<file path="config.mk">
export PLATFORM = sky130hd
export DESIGN_NAME = i2c_bit_bang_master
export DESIGN_NICKNAME = d
export VERILOG_FILES = /design/src/i2cbb_pkg.sv /design/src/i2cbb_front.sv /design/src/i2cbb_fifo.sv /design/src/i2cbb_seq.sv /design/src/i2c_bit_bang_master.sv
export SDC_FILE = /design/constraint.sdc
export NUM_CORES = 1
export LEC_CHECK = 0
export BUFFER_PORTS_ARGS = -buffer_cell sky130_fd_sc_hd__buf_4
export CORE_MARGIN = 2
export CORE_UTILIZATION = 26
export DETAILED_ROUTE_END_ITERATION = 12
export SETUP_SLACK_MARGIN = 0.3
export SYNTH_ARGS = -nofsm -noshare
export SYNTH_HDL_FRONTEND = slang
export SYNTH_SLANG_ARGS = --single-unit
</file>
<file path="constraint.sdc">
create_clock -name clk_i -period 4.2 [get_ports clk_i]
set_input_delay 0.21 -clock clk_i [delete_from_list [all_inputs] [get_ports clk_i]]
set_output_delay 0.21 -clock clk_i [all_outputs]
set_load 0.01 [all_outputs]
</file>
<file path="src/i2cbb_pkg.sv">
// ----------------------------------------------------------------------------
// i2cbb_pkg
// shared types, codes and helpers of the i2c bit-bang master
// ----------------------------------------------------------------------------
`default_nettype none

package i2cbb_pkg;

  localparam int DlyW      = 11;  // 6 us * 255 ticks fits
  localparam int InDataW   = 16;
  localparam int OutDataW  = 16;
  localparam int OpW       = 3;
  localparam int FifoDepth = 2;
  localparam int FifoPtrW  = $clog2(FifoDepth);
  localparam int FifoCntW  = $clog2(FifoDepth + 1);

  // raw op codes on the stream
  localparam logic [OpW-1:0] OP_TICK     = 3'd0;
  localparam logic [OpW-1:0] OP_START    = 3'd1;
  localparam logic [OpW-1:0] OP_STOP     = 3'd2;
  localparam logic [OpW-1:0] OP_WRITE    = 3'd3;
  localparam logic [OpW-1:0] OP_READ     = 3'd4;
  localparam logic [OpW-1:0] OP_WAIT_ACK = 3'd5;

  // configuration register indexes
  localparam logic CFG_TICKS_PER_US = 1'b0;
  localparam logic CFG_ACK_TIMEOUT  = 1'b1;

  localparam logic [7:0] TICKS_PER_US_RST = 8'd1;
  localparam logic [7:0] ACK_TIMEOUT_RST  = 8'd250;

  // delay lengths in microseconds
  localparam logic [2:0] US_1 = 3'd1;
  localparam logic [2:0] US_2 = 3'd2;
  localparam logic [2:0] US_5 = 3'd5;
  localparam logic [2:0] US_6 = 3'd6;

  typedef enum logic [2:0] {
    KIND_TICK,
    KIND_START,
    KIND_STOP,
    KIND_WRITE,
    KIND_READ,
    KIND_WAIT_ACK,
    KIND_NONE
  } kind_e;

  typedef enum logic [4:0] {
    PH_IDLE,
    PH_SA_A,
    PH_SA_B,
    PH_ST_A,
    PH_ST_B,
    PH_WA_A,
    PH_WA_B,
    PH_WA_POLL,
    PH_WA_HIGH,
    PH_WA_END,
    PH_WR_HI,
    PH_WR_NEXT,
    PH_WR_TAIL,
    PH_RD_LO,
    PH_RD_WAIT,
    PH_RD_NEXT,
    PH_AK_HI,
    PH_AK_END
  } phase_e;

  typedef struct packed {
    kind_e      kind;
    logic [7:0] data_byte;
    logic       send_ack;
    logic       sda_level;
    logic       scl_level;
  } entry_t;

  // microseconds times ticks per microsecond, zero rate counts as one
  function automatic logic [DlyW-1:0] us_ticks(input logic [2:0] us, input logic [7:0] tpu);
    logic [7:0] t;
    t = (tpu == 8'd0) ? 8'd1 : tpu;
    return DlyW'(us) * DlyW'(t);
  endfunction

endpackage

`default_nettype wire

</file>
<file path="src/i2cbb_front.sv">
// ----------------------------------------------------------------------------
// i2cbb_front
// input side: unpacks stream beats and classifies them into queue entries
// ----------------------------------------------------------------------------
`default_nettype none

module i2cbb_front (
  input  wire logic                        s_axis_tvalid_i,
  output logic                             s_axis_tready_o,
  input  wire logic [i2cbb_pkg::InDataW-1:0] s_axis_tdata_i,
  input  wire logic [i2cbb_pkg::OpW-1:0]   s_axis_tuser_i,
  input  wire logic                        full_i,
  output logic                             push_o,
  output i2cbb_pkg::entry_t                entry_o
);
  import i2cbb_pkg::*;

  kind_e kind;

  always_comb begin
    unique case (s_axis_tuser_i)
      OP_TICK:     kind = KIND_TICK;
      OP_START:    kind = KIND_START;
      OP_STOP:     kind = KIND_STOP;
      OP_WRITE:    kind = KIND_WRITE;
      OP_READ:     kind = KIND_READ;
      OP_WAIT_ACK: kind = KIND_WAIT_ACK;
      default:     kind = KIND_NONE;
    endcase
  end

  assign s_axis_tready_o    = !full_i;
  assign push_o             = s_axis_tvalid_i && !full_i;
  assign entry_o.kind       = kind;
  assign entry_o.data_byte  = s_axis_tdata_i[7:0];
  assign entry_o.send_ack   = s_axis_tdata_i[8];
  assign entry_o.sda_level  = s_axis_tdata_i[9];
  assign entry_o.scl_level  = s_axis_tdata_i[10];

endmodule

`default_nettype wire

</file>
<file path="src/i2cbb_fifo.sv">
// ----------------------------------------------------------------------------
// i2cbb_fifo
// short queue of classified items between front and sequencer
// ----------------------------------------------------------------------------
`default_nettype none

module i2cbb_fifo (
  input  wire logic              clk_i,
  input  wire logic              rst_ni,
  input  wire logic              push_i,
  input  i2cbb_pkg::entry_t      entry_i,
  output logic                   full_o,
  input  wire logic              pop_i,
  output logic                   empty_o,
  output i2cbb_pkg::entry_t      entry_o
);
  import i2cbb_pkg::*;

  entry_t                mem_q [FifoDepth];
  logic [FifoPtrW-1:0]   wr_ptr_q, rd_ptr_q;
  logic [FifoCntW-1:0]   cnt_q;
  logic                  do_push, do_pop;

  assign full_o  = (cnt_q == FifoCntW'(FifoDepth));
  assign empty_o = (cnt_q == '0);
  assign do_push = push_i && !full_o;
  assign do_pop  = pop_i && !empty_o;
  assign entry_o = mem_q[rd_ptr_q];

  always_ff @(posedge clk_i) begin
    if (do_push) begin
      mem_q[wr_ptr_q] <= entry_i;
    end
  end

  always_ff @(posedge clk_i or negedge rst_ni) begin
    if (!rst_ni) begin
      wr_ptr_q <= '0;
      rd_ptr_q <= '0;
      cnt_q    <= '0;
    end else begin
      if (do_push) wr_ptr_q <= wr_ptr_q + 1'b1;
      if (do_pop)  rd_ptr_q <= rd_ptr_q + 1'b1;
      if (do_push && !do_pop) cnt_q <= cnt_q + 1'b1;
      else if (do_pop && !do_push) cnt_q <= cnt_q - 1'b1;
    end
  end

endmodule

`default_nettype wire

</file>
<file path="src/i2cbb_seq.sv">
// ----------------------------------------------------------------------------
// i2cbb_seq
// pin sequencer: one queue entry per step, result held in an output register
// ----------------------------------------------------------------------------
`default_nettype none

module i2cbb_seq (
  input  wire logic                         clk_i,
  input  wire logic                         rst_ni,
  input  wire logic                         cfg_we_i,
  input  wire logic                         cfg_idx_i,
  input  wire logic [7:0]                   cfg_wdata_i,
  input  wire logic                         empty_i,
  input  i2cbb_pkg::entry_t                 entry_i,
  output logic                              pop_o,
  output logic                              m_axis_tvalid_o,
  input  wire logic                         m_axis_tready_i,
  output logic [i2cbb_pkg::OutDataW-1:0]    m_axis_tdata_o
);
  import i2cbb_pkg::*;

  logic [7:0]      tpu_q, ack_to_q;
  phase_e          phase_q, phase_d;
  logic [DlyW-1:0] delay_q, delay_d, dec_cnt;
  logic [3:0]      bit_q, bit_d, bit_inc;
  logic [7:0]      shift_q, shift_d;
  logic [7:0]      to_q, to_d;
  logic            scl_q, scl_d, sda_q, sda_d, fail_q, fail_d;
  logic [7:0]      rd_q, rd_d;
  logic            ack_sel_q, ack_sel_d;
  logic            step, tick, timed, expire, done;
  logic            out_vld_q;
  logic [OutDataW-1:0] out_q;

  // a step runs whenever an item waits and the result slot can take it
  assign step    = !empty_i && (!out_vld_q || m_axis_tready_i);
  assign pop_o   = step;
  assign tick    = (entry_i.kind == KIND_TICK);
  assign dec_cnt = delay_q - DlyW'(delay_q != '0);
  assign timed   = (phase_q != PH_IDLE) && (phase_q != PH_RD_WAIT) && (phase_q != PH_WA_POLL);
  assign expire  = tick && timed && (dec_cnt == '0);
  assign bit_inc = bit_q + 4'd1;
  assign done    = expire && (phase_d == PH_IDLE);

  // next phase
  always_comb begin
    phase_d = phase_q;
    if (step) begin
      if (tick) begin
        if (phase_q == PH_RD_WAIT) begin
          if (entry_i.scl_level) phase_d = PH_RD_NEXT;
        end else if (phase_q == PH_WA_POLL) begin
          phase_d = entry_i.sda_level ? PH_WA_HIGH : PH_WA_END;
        end else if (expire) begin
          unique case (phase_q)
            PH_SA_A:    phase_d = PH_SA_B;
            PH_ST_A:    phase_d = PH_ST_B;
            PH_WA_A:    phase_d = PH_WA_B;
            PH_WA_B:    phase_d = PH_WA_POLL;
            PH_WA_HIGH: phase_d = fail_q ? PH_ST_A : PH_WA_POLL;
            PH_WR_HI:   phase_d = PH_WR_NEXT;
            PH_WR_NEXT: phase_d = bit_inc[3] ? PH_WR_TAIL : PH_WR_HI;
            PH_WR_TAIL: phase_d = PH_AK_HI;
            PH_RD_LO:   phase_d = PH_RD_WAIT;
            PH_RD_NEXT: phase_d = bit_inc[3] ? PH_AK_HI : PH_RD_LO;
            PH_AK_HI:   phase_d = PH_AK_END;
            default:    phase_d = PH_IDLE;
          endcase
        end
      end else if (phase_q == PH_IDLE) begin
        unique case (entry_i.kind)
          KIND_START:    phase_d = PH_SA_A;
          KIND_STOP:     phase_d = PH_ST_A;
          KIND_WRITE:    phase_d = PH_WR_HI;
          KIND_READ:     phase_d = PH_RD_LO;
          KIND_WAIT_ACK: phase_d = PH_WA_A;
          default:       phase_d = PH_IDLE;
        endcase
      end
    end
  end

  // datapath and pin requests
  always_comb begin
    delay_d   = delay_q;
    bit_d     = bit_q;
    shift_d   = shift_q;
    to_d      = to_q;
    scl_d     = scl_q;
    sda_d     = sda_q;
    fail_d    = fail_q;
    rd_d      = rd_q;
    ack_sel_d = ack_sel_q;
    if (step) begin
      if (tick) begin
        if (phase_q == PH_RD_WAIT) begin
          if (entry_i.scl_level) begin
            shift_d = {shift_q[6:0], entry_i.sda_level};
            delay_d = us_ticks(US_1, tpu_q);
          end
        end else if (phase_q == PH_WA_POLL) begin
          delay_d = us_ticks(US_1, tpu_q);
          if (!entry_i.sda_level) begin
            scl_d = 1'b1;
          end else if (to_q >= ack_to_q) begin
            fail_d = 1'b1;
          end else begin
            to_d = to_q + 8'd1;
          end
        end else if (phase_q != PH_IDLE) begin
          delay_d = dec_cnt;
          if (expire) begin
            unique case (phase_q)
              PH_SA_A: begin
                sda_d   = 1'b1;
                delay_d = us_ticks(US_5, tpu_q);
              end
              PH_ST_A: begin
                sda_d   = 1'b0;
                delay_d = us_ticks(US_6, tpu_q);
              end
              PH_WA_A: begin
                scl_d   = 1'b0;
                delay_d = us_ticks(US_1, tpu_q);
              end
              PH_WA_HIGH: begin
                // timed out: run a stop
                if (fail_q) begin
                  scl_d   = 1'b0;
                  sda_d   = 1'b1;
                  delay_d = us_ticks(US_6, tpu_q);
                end
              end
              PH_WR_HI: begin
                scl_d   = 1'b0;
                delay_d = us_ticks(US_2, tpu_q);
              end
              PH_WR_NEXT: begin
                bit_d = bit_inc;
                scl_d = 1'b1;
                if (!bit_inc[3]) begin
                  sda_d   = !shift_q[7];
                  shift_d = {shift_q[6:0], 1'b0};
                  delay_d = us_ticks(US_1, tpu_q);
                end else begin
                  delay_d = us_ticks(US_2, tpu_q);
                end
              end
              PH_WR_TAIL: begin
                scl_d   = 1'b1;
                sda_d   = 1'b0;
                delay_d = us_ticks(US_2, tpu_q);
              end
              PH_RD_LO: scl_d = 1'b0;
              PH_RD_NEXT: begin
                bit_d   = bit_inc;
                scl_d   = 1'b1;
                delay_d = us_ticks(US_2, tpu_q);
                if (bit_inc[3]) begin
                  rd_d  = shift_q;
                  sda_d = ack_sel_q;
                end
              end
              PH_AK_HI: begin
                scl_d   = 1'b0;
                delay_d = us_ticks(US_5, tpu_q);
              end
              PH_AK_END: scl_d = 1'b1;
              default: ;
            endcase
          end
        end
      end else if (phase_q == PH_IDLE) begin
        unique case (entry_i.kind)
          KIND_START: begin
            scl_d   = 1'b0;
            sda_d   = 1'b0;
            delay_d = us_ticks(US_5, tpu_q);
          end
          KIND_STOP: begin
            scl_d   = 1'b0;
            sda_d   = 1'b1;
            delay_d = us_ticks(US_6, tpu_q);
          end
          KIND_WRITE: begin
            bit_d   = 4'd0;
            scl_d   = 1'b1;
            sda_d   = !entry_i.data_byte[7];
            shift_d = {entry_i.data_byte[6:0], 1'b0};
            delay_d = us_ticks(US_1, tpu_q);
          end
          KIND_READ: begin
            bit_d     = 4'd0;
            shift_d   = 8'd0;
            ack_sel_d = entry_i.send_ack;
            sda_d     = 1'b0;
            scl_d     = 1'b1;
            delay_d   = us_ticks(US_2, tpu_q);
          end
          KIND_WAIT_ACK: begin
            fail_d  = 1'b0;
            to_d    = 8'd0;
            sda_d   = 1'b0;
            delay_d = us_ticks(US_1, tpu_q);
          end
          default: ;
        endcase
      end
    end
  end

  always_ff @(posedge clk_i or negedge rst_ni) begin
    if (!rst_ni) begin
      tpu_q     <= TICKS_PER_US_RST;
      ack_to_q  <= ACK_TIMEOUT_RST;
      phase_q   <= PH_IDLE;
      delay_q   <= '0;
      bit_q     <= '0;
      shift_q   <= '0;
      to_q      <= '0;
      scl_q     <= 1'b0;
      sda_q     <= 1'b0;
      fail_q    <= 1'b0;
      rd_q      <= '0;
      ack_sel_q <= 1'b0;
      out_vld_q <= 1'b0;
    end else begin
      if (cfg_we_i) begin
        if (cfg_idx_i == CFG_TICKS_PER_US) tpu_q <= cfg_wdata_i;
        if (cfg_idx_i == CFG_ACK_TIMEOUT)  ack_to_q <= cfg_wdata_i;
      end
      phase_q   <= phase_d;
      delay_q   <= delay_d;
      bit_q     <= bit_d;
      shift_q   <= shift_d;
      to_q      <= to_d;
      scl_q     <= scl_d;
      sda_q     <= sda_d;
      fail_q    <= fail_d;
      rd_q      <= rd_d;
      ack_sel_q <= ack_sel_d;
      if (step) out_vld_q <= 1'b1;
      else if (m_axis_tready_i) out_vld_q <= 1'b0;
    end
  end

  always_ff @(posedge clk_i) begin
    if (step) begin
      out_q <= {3'b000, fail_d, rd_d, done, (phase_d != PH_IDLE), sda_d, scl_d};
    end
  end

  assign m_axis_tvalid_o = out_vld_q;
  assign m_axis_tdata_o  = out_q;

endmodule

`default_nettype wire

</file>
<file path="src/i2c_bit_bang_master.sv">
// a beat accepted into the queue is stepped once the result register can take it, and that step loads its result beat
// throughput: one beat per cycle while result beats are taken, set by the single-step sequencer and result register
// while a result beat is stalled the queue fills to its two entries, then input ready drops
// reset: asynchronous, active low; pins released, phase idle, ticks_per_us 1,
// ack_timeout 250, read byte zero, queue and result register empty
// ----------------------------------------------------------------------------
// i2c_bit_bang_master
// i2c master pin sequencer driven by commands and sampled-pin ticks
// ----------------------------------------------------------------------------
`default_nettype none

module i2c_bit_bang_master (
  input  wire logic                          clk_i,
  input  wire logic                          rst_ni,
  // configuration: index 0 ticks_per_us, index 1 ack_timeout
  input  wire logic                          cfg_we_i,
  input  wire logic                          cfg_idx_i,
  input  wire logic [7:0]                    cfg_wdata_i,
  input  wire logic                          s_axis_tvalid_i,
  output logic                               s_axis_tready_o,
  // tdata: data_byte[7:0], send_ack[8], sda_level[9], scl_level[10], zero fill
  input  wire logic [i2cbb_pkg::InDataW-1:0] s_axis_tdata_i,
  // tuser: op[2:0]
  input  wire logic [i2cbb_pkg::OpW-1:0]     s_axis_tuser_i,
  output logic                               m_axis_tvalid_o,
  input  wire logic                          m_axis_tready_i,
  // tdata: scl_pull_low[0], sda_pull_low[1], busy_res[2], done_res[3],
  //        read_data[11:4], ack_missing[12], zero fill
  output logic [i2cbb_pkg::OutDataW-1:0]     m_axis_tdata_o
);
  import i2cbb_pkg::*;

  entry_t push_entry, pop_entry;
  logic   push, pop, full, empty;

  // front: unpack and classify each beat
  i2cbb_front u_front (
    .s_axis_tvalid_i (s_axis_tvalid_i),
    .s_axis_tready_o (s_axis_tready_o),
    .s_axis_tdata_i  (s_axis_tdata_i),
    .s_axis_tuser_i  (s_axis_tuser_i),
    .full_i          (full),
    .push_o          (push),
    .entry_o         (push_entry)
  );

  // queue decoupling the two sides
  i2cbb_fifo u_fifo (
    .clk_i   (clk_i),
    .rst_ni  (rst_ni),
    .push_i  (push),
    .entry_i (push_entry),
    .full_o  (full),
    .pop_i   (pop),
    .empty_o (empty),
    .entry_o (pop_entry)
  );

  // back: pin sequencer and result register
  i2cbb_seq u_seq (
    .clk_i           (clk_i),
    .rst_ni          (rst_ni),
    .cfg_we_i        (cfg_we_i),
    .cfg_idx_i       (cfg_idx_i),
    .cfg_wdata_i     (cfg_wdata_i),
    .empty_i         (empty),
    .entry_i         (pop_entry),
    .pop_o           (pop),
    .m_axis_tvalid_o (m_axis_tvalid_o),
    .m_axis_tready_i (m_axis_tready_i),
    .m_axis_tdata_o  (m_axis_tdata_o)
  );

endmodule

`default_nettype wire

</file>
Word level (Yosys, flattened, before mapping)
Memories as Yosys holds them, arrays and structs flattened. Cells that the tools add are included.

Reductions and logical operators: 53. Multiply operators: 2. $add $sub $neg: 7. Bitwise gates (word level): 2. Equality and inequality tests: 42. Mux-type cells: 96. $lt $le $gt $ge: 1.

Operators by type and width (number): $mux W8 (25); $mux W11 (8); $pmux W11 S6 (1); $pmux W5 S11 (1); $pmux W11 S4 (1); $mux W5 (8); $eq A5 B4 Y1 const B (7); $mux W1 (32); $mux W4 (8); $pmux W4 S5 (1); $ne A3 B3 Y1 const B (6); $pmux W3 S6 (1); $pmux W8 S2 (1); $eq A5 B3 Y1 const B (3); $reduce_bool A5 Y1 (3); $ne A2 B2 Y1 const B (7); $eq A3 B2 Y1 const B (4); $eq A3 B3 Y1 const B (4); $reduce_or A2 Y1 (6); $logic_and A1 B1 Y1 (11); $logic_not A11 Y1 (1); $mul A3 B8 Y11 const A (1); $reduce_bool A11 Y1 (1); $sub A11 B1 Y11 (1); other kinds (39) (61).

Memories: 1. Memory bits (writable): 28. Flip-flop bits (word level): 82. Input bits: 33. Output and inout port bits: 18. Logic and storage cells: 221.

Memory list: u_fifo.mem_q (depth 2, bits a word 14, rd ports 1, clocked after Yosys merged registers in 0, write ports 1, line i2cbb_fifo.sv:19) `entry_t mem_q [FifoDepth];`.

Logic depth before layout (Yosys ltp)
Gate-level depths: netlist of the first run.

Depth in word-level cells: 12. Mapped depth: 20. Mapped depth without buffers: 18.

Modules after synthesis
From an unflattened synthesis of the first run, not the netlist that was laid out.

Cells, all modules: 800. Area, all modules: 7432.1 um2.

By module, submodules not included: i2cbb_seq (area an instance 6064.6 um2, cells an instance 721, sequential area each 2025.7 um2, instances 1); i2cbb_fifo (area an instance 1260.0 um2, cells an instance 63, sequential area each 940.9 um2, instances 1); i2cbb_front (area an instance 107.6 um2, cells an instance 16, sequential area each 0.0 um2, instances 1).

Worst setup path after synthesis of the first run
No wires, ideal clock.

Path type: reg-to-reg. From: reg u_seq.tpu_q[4]. To: reg u_seq.delay_q[8]. Stages on the path, launching flop included: 19. Data required time: 4064 ps. Slack: 533 ps. Path buffers: 2. Arrival time: 3531 ps. Period minus slack after synthesis: 3667 ps. Cells stage by stage: dfrtp_1 -> clkbuf_1 -> inv_1 -> ha_1 -> nand3_1 -> or3_1 -> clkbuf_1 -> nand2_1 -> inv_1 -> ha_1 -> ha_1 -> inv_1 -> o21bai_1 -> a2111o_1 -> o311a_1 -> a221oi_1 -> a21oi_1 -> a22oi_1 -> o21ai_0.

Longest elaborated chain between the ends: 10. Elaborated cells between the ends (all ways): 14. Classes of those cells: 2 x mul; 11 x mux; 1 x reduce/logical.

Ends and longest elaborated chain: from (decl) (line i2cbb_seq.sv:22) `logic [7:0] tpu_q, ack_to_q;`; from (signal assigned) (line i2cbb_seq.sv:229) `if (cfg_idx_i == CFG_TICKS_PER_US) tpu_q <= cfg_wdata_i;`; $logic_not A8 Y1 (line i2cbb_pkg.sv:80) `t = (tpu == 8'd0) ? 8'd1 : tpu;`; $mux W8 * (line i2cbb_pkg.sv:80); $mul A2 B8 Y10 (line i2cbb_pkg.sv:81) `return DlyW'(us) * DlyW'(t);`; $mux W11 (line i2cbb_seq.sv:128) `if (fail_q) begin`; $pmux W11 S6 (line i2cbb_seq.sv:113) `unique case (phase_q)`; $mux W11 (line i2cbb_seq.sv:112) `if (expire) begin`; $mux W11 (line i2cbb_seq.sv:110) `end else if (phase_q != PH_IDLE) begin`; $mux W11 (line i2cbb_seq.sv:101) `end else if (phase_q == PH_WA_POLL) begin`; $mux W11 (line i2cbb_seq.sv:96) `if (phase_q == PH_RD_WAIT) begin`; $mux W11 * (line i2cbb_seq.sv:95) `if (tick) begin`; to (signal assigned) (line i2cbb_seq.sv:233) `delay_q <= delay_d;`; to (decl) (line i2cbb_seq.sv:24) `logic [DlyW-1:0] delay_q, delay_d, dec_cnt;`.

Mark *: on every way between the ends. The rest lies on a longest branch, timed or not. The select of a mux whose other input is x is not followed. A chain may end at the register's enable or synchronous reset.

Final worst setup path of the first run
From: reg u_seq.tpu_q[6]. To: reg u_seq.delay_q[8].

The elaborated chain is that of the path after synthesis.

==> results_dict.tcl, run 1 <==
set metrics [dict create \
    status "finished, violations left" \
    violations "hold timing" \
    cts_buffers 9 \
    port_buffers 42 \
    final.setup.tns_ns 0 \
    synth_most_common_cell "nand2_1" \
    cp.depth 16 \
    slew_violations 0 \
    r2r_setup_slack_ns 0.53 \
    core_area_um2 27900 \
    wirelength_um 19900 \
    drt_iter0_drc 738 \
    power_density_nw_per_um2 603 \
    period_needed_ns 3.67 \
    routedWlPerCell_um 16.2 \
    path_buf_inv 2 \
    cts_htree_levels 3 \
    layout_setup_ws_ns 0.531 \
    power.total_uw 5200 \
    hpwl_um 15100 \
    cp_slowest_cell "a2111o_1" \
    grt_busiest_layer "met2" \
    grt_use_met3_pct 2.62 \
    layout-drive-gt1-share_pct 18.0 \
    grtUsageMet1_pct 18.4 \
    max_cap_violations 0 \
    cts.clk_slew.worst_paths_ns 0.08 \
    place_area_um2 8290 \
    cp_common_cell "ha_1" \
    fin_crit_sh_pct 87.4 \
    die_height_um 173 \
    required_ns 4.44 \
    ys_seq_elements 110 \
    ant_nets 0 \
    grt_overflow 0 \
    io_pins 51 \
    cts_resized 1 \
    syn-mean-instance-area_um2 9.30 \
    synth_commonest_cells "nand2_1 (70), dfrtp_1 (62), o21ai_0 (60), nor2_1 (52), a21oi_1 (50)" \
    hold_buffers 0 \
    crit_start "u_seq.tpu_q[6]" \
    synthArstFlopShare_pct 62.7 \
    max_freq_mhz 273 \
    rows 61 \
    synth_area_leader_cell "dfrtp_1" \
    endpoint_kind "register" \
    cts_root_buf "clkbuf_16" \
    num_vias 6256 \
    pre_cts_ws_ns 0.264 \
    grt_max_degree 70 \
    initial_core_util_pct 26.5 \
    drtPass1Iterations 5 \
    synthFlopType "dfrtp_1" \
    cts_sinks 110 \
    leakagePower_uw 0.00348 \
    fin_hold_ws_ns -0.0166 \
    place_congestion 0.931 \
    rsz0062_at_grt "false" \
    syn_inst 796 \
    r2r-end "u_seq.delay_q[8]" \
    clk_latency_ns 0.36 \
    r2r-start "u_seq.tpu_q[6]" \
    worstSetupStartpointType "register" \
    drc 0 \
    worst_ep_arrival_time_ns 3.90 \
    nNetsFinal 911 \
    viasPerCell 5.10 \
    worstSetupEndpoint "u_seq.delay_q[8]" \
    yosys_warnings 0 \
    yosys.area.top_type_share_pct 21.0 \
    fin_skew_ns 0.0112 \
    cts_setup_buffers 0 \
    synth-seq-area-share_pct 40.1 \
    fin_area_um2 8610 \
    die_x_um 173 \
    synth_cell_type_count 81 \
    antenna_cells 0 \
    r2r_cells 16 \
    grt_pass1_wl_um 32700 \
    cpPeakStageDelay_ns 0.43 \
    die-area_um2 29800 \
    tightest_slew_ns 1.13 \
    final_hold_viol_count 13 \
    antenna_found_initial 0 \
    synth_edf_count 41 \
    slew_headroom_pct 24.2 \
    path_max_fanout 7 \
    netlist_top_cells_area "dfrtp_1 (21%), edfxtp_1 (17%), ha_1 (5.4%)" \
    cp_top_family "compound AO/OA/AOI/OAI gates" \
    ir_drop_v 0.000334 \
    hp-class "in2async" \
    grt_pass1_vias 6103 \
    use_met2_pct 21.6 \
    tritoncts "yes" \
    syn-cell-area_um2 7400 \
    finalSetupViolations 0 \
    crit_chain "inv_1, ha_1, nand3_2, or3_4, nand2_1, inv_1, ha_1, ha_1, a21oi_1, o21bai_1, a2111o_1, o311a_1, a221oi_1, a21oi_1, a22oi_1, o21ai_0" \
    areaGrowthSynthToFinish_pct 16.4 \
    cts_max_path_buffers 2 \
    grt_use_total_pct 13.4 \
    worstSetupPathType "reg2reg" \
]
==> cell usage in the layout, fill, tap and decap left out, types with 5 or more instances in the layout <==
cell type	Yosys	routed
or3_1	6	5
nor3b_1	5	5
and3_1	7	7
o211ai_1	7	7
xor2_1	8	8
dfstp_2	7	7
xnor2_1	26	25
nand3_1	22	21
o22ai_1	7	7
a21oi_1	50	49
nor3_1	24	22
nor3_2	3	5
nand4_1	10	10
o21bai_1	6	6
inv_1	42	42
a211oi_1	12	12
nor4_1	8	8
and2_1	11	10
buf_4	4	80
o221ai_1	9	9
mux2i_1	14	14
clkbuf_16	0	9
edfxtp_1	41	41
nor2_1	52	52
mux2_2	28	28
o21ai_0	60	59
nand2b_1	10	10
dfrtp_1	62	62
a21o_1	7	7
nand2_1	70	70
ha_1	32	32
o31ai_1	7	7
a31oi_1	13	13
==> routing by layer <==
layer / vias to the layer above / share of wire [%]
li1: 3057 / -
met1: 2974 / 48
met2: 201 / 46
met3: 24 / 5.2
met4: 0 / 1.5
met5: - / 0
==> worst min path at each step <==
stage	to	from	cells after the start	slack, ns
floorplan	u_fifo.cnt_q[0]	rst_ni	0	-0.09
global placement	u_seq.rd_q[4]	rst_ni	1	0.40
detailed placement	u_fifo.mem_q[1][5]	s_axis_tdata_i[2]	1	0.40
CTS	u_seq.bit_q[3]	rst_ni	1	0.02
global route	u_fifo.mem_q[1][8]	s_axis_tdata_i[5]	1	0.02
finish	u_seq.rd_q[3]	rst_ni	1	-0.02
==> report_power, final <==
part | internal, µW | switching, µW
Clock | 420 | 435
Combinational | 1060 | 1600
Sequential | 1420 | 266
Total | 2900 | 2300
==> kinds of logic after synthesis <==
kind of cell             count (synthesis)  share of synthesized area, %
XOR/XNOR                                34                          4.02
multiplexers                            46                          6.81
AO/OA/AOI/OAI                          228                          20.2
buffers and inverters                   87                          4.79
other                                    1                        0.0507
AND/OR/NAND/NOR                        256                          18.1
adder cells (fa/ha/maj)                 34                          5.95
flip-flops                             110                          40.1
==> area by class of cell <==
class,instances,area (µm²)
repair buffers,80,601
clock buffers,10,229
multi-input cells,601,4120
flip-flops and latches,110,2970
clock inverters,6,67.6
well taps,378,473
fillers,2966,19300
inverters,42,158
==> state kept, by name, indices dropped and copies added, names as in the netlist, 8 cells and up <==
register,count
u_seq.shift_q,8
u_seq.rd_q,8
u_fifo.mem_q,28
u_seq.tpu_q,8
u_seq.m_axis_tdata_o,13
u_seq.delay_q,11
u_seq.to_q,8
u_seq.ack_to_q,8
==> stage by stage <==
stage,hold slack [ns],util (%),instances
5_1_grt,0.0157,30.8,1227
6_report,-0.0166,30.8,1227
3_3_place_gp,0.398,29.7,1211
3_5_place_dp,0.403,29.7,1211
4_1_cts,0.0200,30.7,1227
2_1_floorplan,-0.0856,-,798
(Power assumes the default switching activity.)
==> run 2: changes to the inputs <==
SYNTH_HIERARCHICAL = 1   (was not set)
==> run 2 against run 1 <==
Net effect: the run still ends with hold timing left; synthesized area increased by 0.44%; non-clock buffer count stayed put; critical path depth is 3 lower; setup slack lost 0.24 ns; register-to-register slack worse by 0.24 ns; global-route usage decreased by 0.78 points; highest routed layer unchanged.
==> results_dict.tcl, run 2 <==
set metrics [dict create \
    path_max_fanout 5 \
    drtPass1Iterations 5 \
    power.switching_uw 1890 \
    grt_max_degree 70 \
    routedWlPerCell_um 15.6 \
    largest_reg_flops 28 \
    wirelength_um 19100 \
    fin_skew_ns 0.0183 \
    place_congestion 0.908 \
    grt_pass1_wl_um 31000 \
    path_buf_inv 0 \
    yosys.area.top_type_share_pct 20.9 \
    hp-class "in2async" \
    port_buffers 42 \
    layout_commonest_cell "buf_4" \
    power.total_uw 4630 \
    synthFlopType "dfrtp_1" \
    final_hold_viol_count 12 \
    p_int_uw 2740 \
    rsz0062_at_grt "true" \
    cts.clk_slew.worst_paths_ns 0.08 \
    cts_htree_levels 3 \
    cp_slowest_cell "or4_4" \
    synth_commonest_cells "nand2_1 (80), nor2_1 (68), dfrtp_1 (62), o21ai_0 (51), a21oi_1 (47)" \
    die_x_um 173 \
    violations "hold timing" \
    grt_use_total_pct 12.6 \
    finalSetupViolations 0 \
    cp.depth 13 \
    p_comb_share_pct 46.5 \
    ys_seq_elements 110 \
    synth_edf_count 41 \
    syn-mean-instance-area_um2 9.29 \
    endpoint_kind "register" \
    synthArstFlopShare_pct 62.7 \
    cts_buffers 9 \
    required_ns 4.30 \
    fin_hold_ws_ns -0.0201 \
    netlist_top_cells_area "dfrtp_1 (21%), edfxtp_1 (17%), ha_1 (5.7%)" \
    pwr-share-seq_pct 34.5 \
    worst_ep_arrival_time_ns 4.01 \
    status "finished, violations left" \
    max_freq_mhz 256 \
    ir_drop_v 0.000223 \
    tightest_slew_ns 0.901 \
    final.setup.tns_ns 0 \
    final_cell_mix "buf_4 (80), nand2_1 (79), nor2_1 (65), dfrtp_1 (58), o21ai_0 (50)" \
    r2r_cells 13 \
    clk_latency_ns 0.36 \
    worstSetupStartpointType "register" \
    leakagePower_uw 0.00353 \
    pre_cts_ws_ns 0.0663 \
    fin_crit_sh_pct 93.1 \
    synth_cell_type_count 78 \
    cpPeakStageDelay_ns 0.53 \
    syn-cell-area_um2 7430 \
    nNetsFinal 908 \
    layout_setup_ws_ns 0.290 \
    yosys_warnings 6 \
    rows 61 \
    core_area_um2 27900 \
    synth_area_leader_cell "dfrtp_1" \
    io_pins 51 \
    crit_chain "or4_4, or4_4, nor2_4, nand2_2, ha_4, ha_4, xnor2_4, and4_4, nand4_4, or3_4, a311oi_2, and3_1, or3b_1" \
    drt_iter0_drc 534 \
    switching_share_pct 40.9 \
    drc 0 \
    tritoncts "yes" \
    synth-seq-area-share_pct 39.9 \
    syn_inst 800 \
    regMostFlops "u_fifo/mem_q" \
    viasPerCell 5.05 \
    ant_nets 0 \
    slew_violations 0 \
    hpwl_um 14100 \
    cts_max_path_buffers 2 \
    grt_pass1_vias 5785 \
    initial_core_util_pct 26.6 \
    cts_root_buf "clkbuf_16" \
    areaGrowthSynthToFinish_pct 16.9 \
    pwr-share-clk_pct 19.0 \
    grt_overflow 0 \
    max_cap_violations 0 \
    slew_headroom_pct 39.9 \
    layout-drive-gt1-share_pct 21.1 \
    cp_top_family "simple AND/OR/NAND/NOR gates" \
    antenna_found_initial 0 \
    synth_most_common_cell "nand2_1" \
    die-area_um2 30000 \
    power_density_nw_per_um2 533 \
    die_height_um 173 \
    num_vias 6173 \
    antenna_cells 0 \
    hold_buffers 0 \
    worstSetupPathType "reg2reg" \
    period_needed_ns 3.91 \
    cts_sinks 110 \
]
==> run 2: final cells by class <==
| type | instances | area [µm²] |
|---|---|---|
| fillers | 2946 | 19200 |
| multi-input cells | 596 | 4170 |
| inverters | 43 | 161 |
| well taps | 378 | 473 |
| clock inverters | 7 | 88.8 |
| repair buffers | 80 | 601 |
| flip-flops and latches | 110 | 2970 |
| clock buffers | 9 | 225 |
==> run 2: repair_timing <==
item                       CTS  global route
resized for setup           10            14
buffers inserted             6             1
setup endpoints to repair   28            18
pin swaps                    7             3
==> run 2: logic make-up (layout without fill, tap and decap cells) <==
family	count (synthesis)	after routing	share of synthesized area, %
AO/OA/AOI/OAI	218	218	19.6
XOR/XNOR	31	31	3.65
adder cells (fa/ha/maj)	35	35	5.99
buffers and inverters	96	139	6.01
flip-flops	110	110	39.9
multiplexers	37	37	6.43
other	1	3	0.0505
AND/OR/NAND/NOR	272	272	18.4
==> run 2: power by group through the flow <==
stage,Sequential [µW],Combinational (µW),Clock [µW]
after global routing,1630,2360,951
after CTS,1600,2110,912
after floorplan,1570,1490,0
final,1600,2150,880
after detailed placement,1620,2030,0
after global placement,1620,2030,0
==> run 2: stage by stage <==
step	area, µm²	cells	hold slack, ns	util, %
after CTS	8630	1222	0.0172	30.9
after detailed placement	8230	1200	0.397	29.5
after global placement	8230	1200	0.397	29.5
after floorplan	7490	802	-0.0856	-
after global routing	8690	1223	0.0194	31.1
final	8690	1223	-0.0201	31.1
==> run 2: path summary, 6_finish.rpt <==
check | from | to | slack, ns
min in group clk_i | s_axis_tdata_i[1] | u_fifo/mem_q[1][4] | 0.04
hold reg to reg | u_fifo/wr_ptr_q | u_fifo/wr_ptr_q | 0.49
hold / removal | rst_ni | u_fifo/wr_ptr_q | -0.02
max in group asynchronous | rst_ni | u_seq/delay_q[5] | 3.58
setup / recovery | u_seq/delay_q[3] | u_seq/m_axis_tdata_o[2] | 0.29
setup reg to reg | u_seq/delay_q[3] | u_seq/m_axis_tdata_o[2] | 0.29
==> run 2: metal layers <==
layer	share of wire (%)	global-route usage (%)	vias up
li1	-	-	3000
met1	47	17.9	2941
met2	45	19.8	207
met3	5.9	1.80	25
met4	1.8	4.24	0
met5	0	0	-
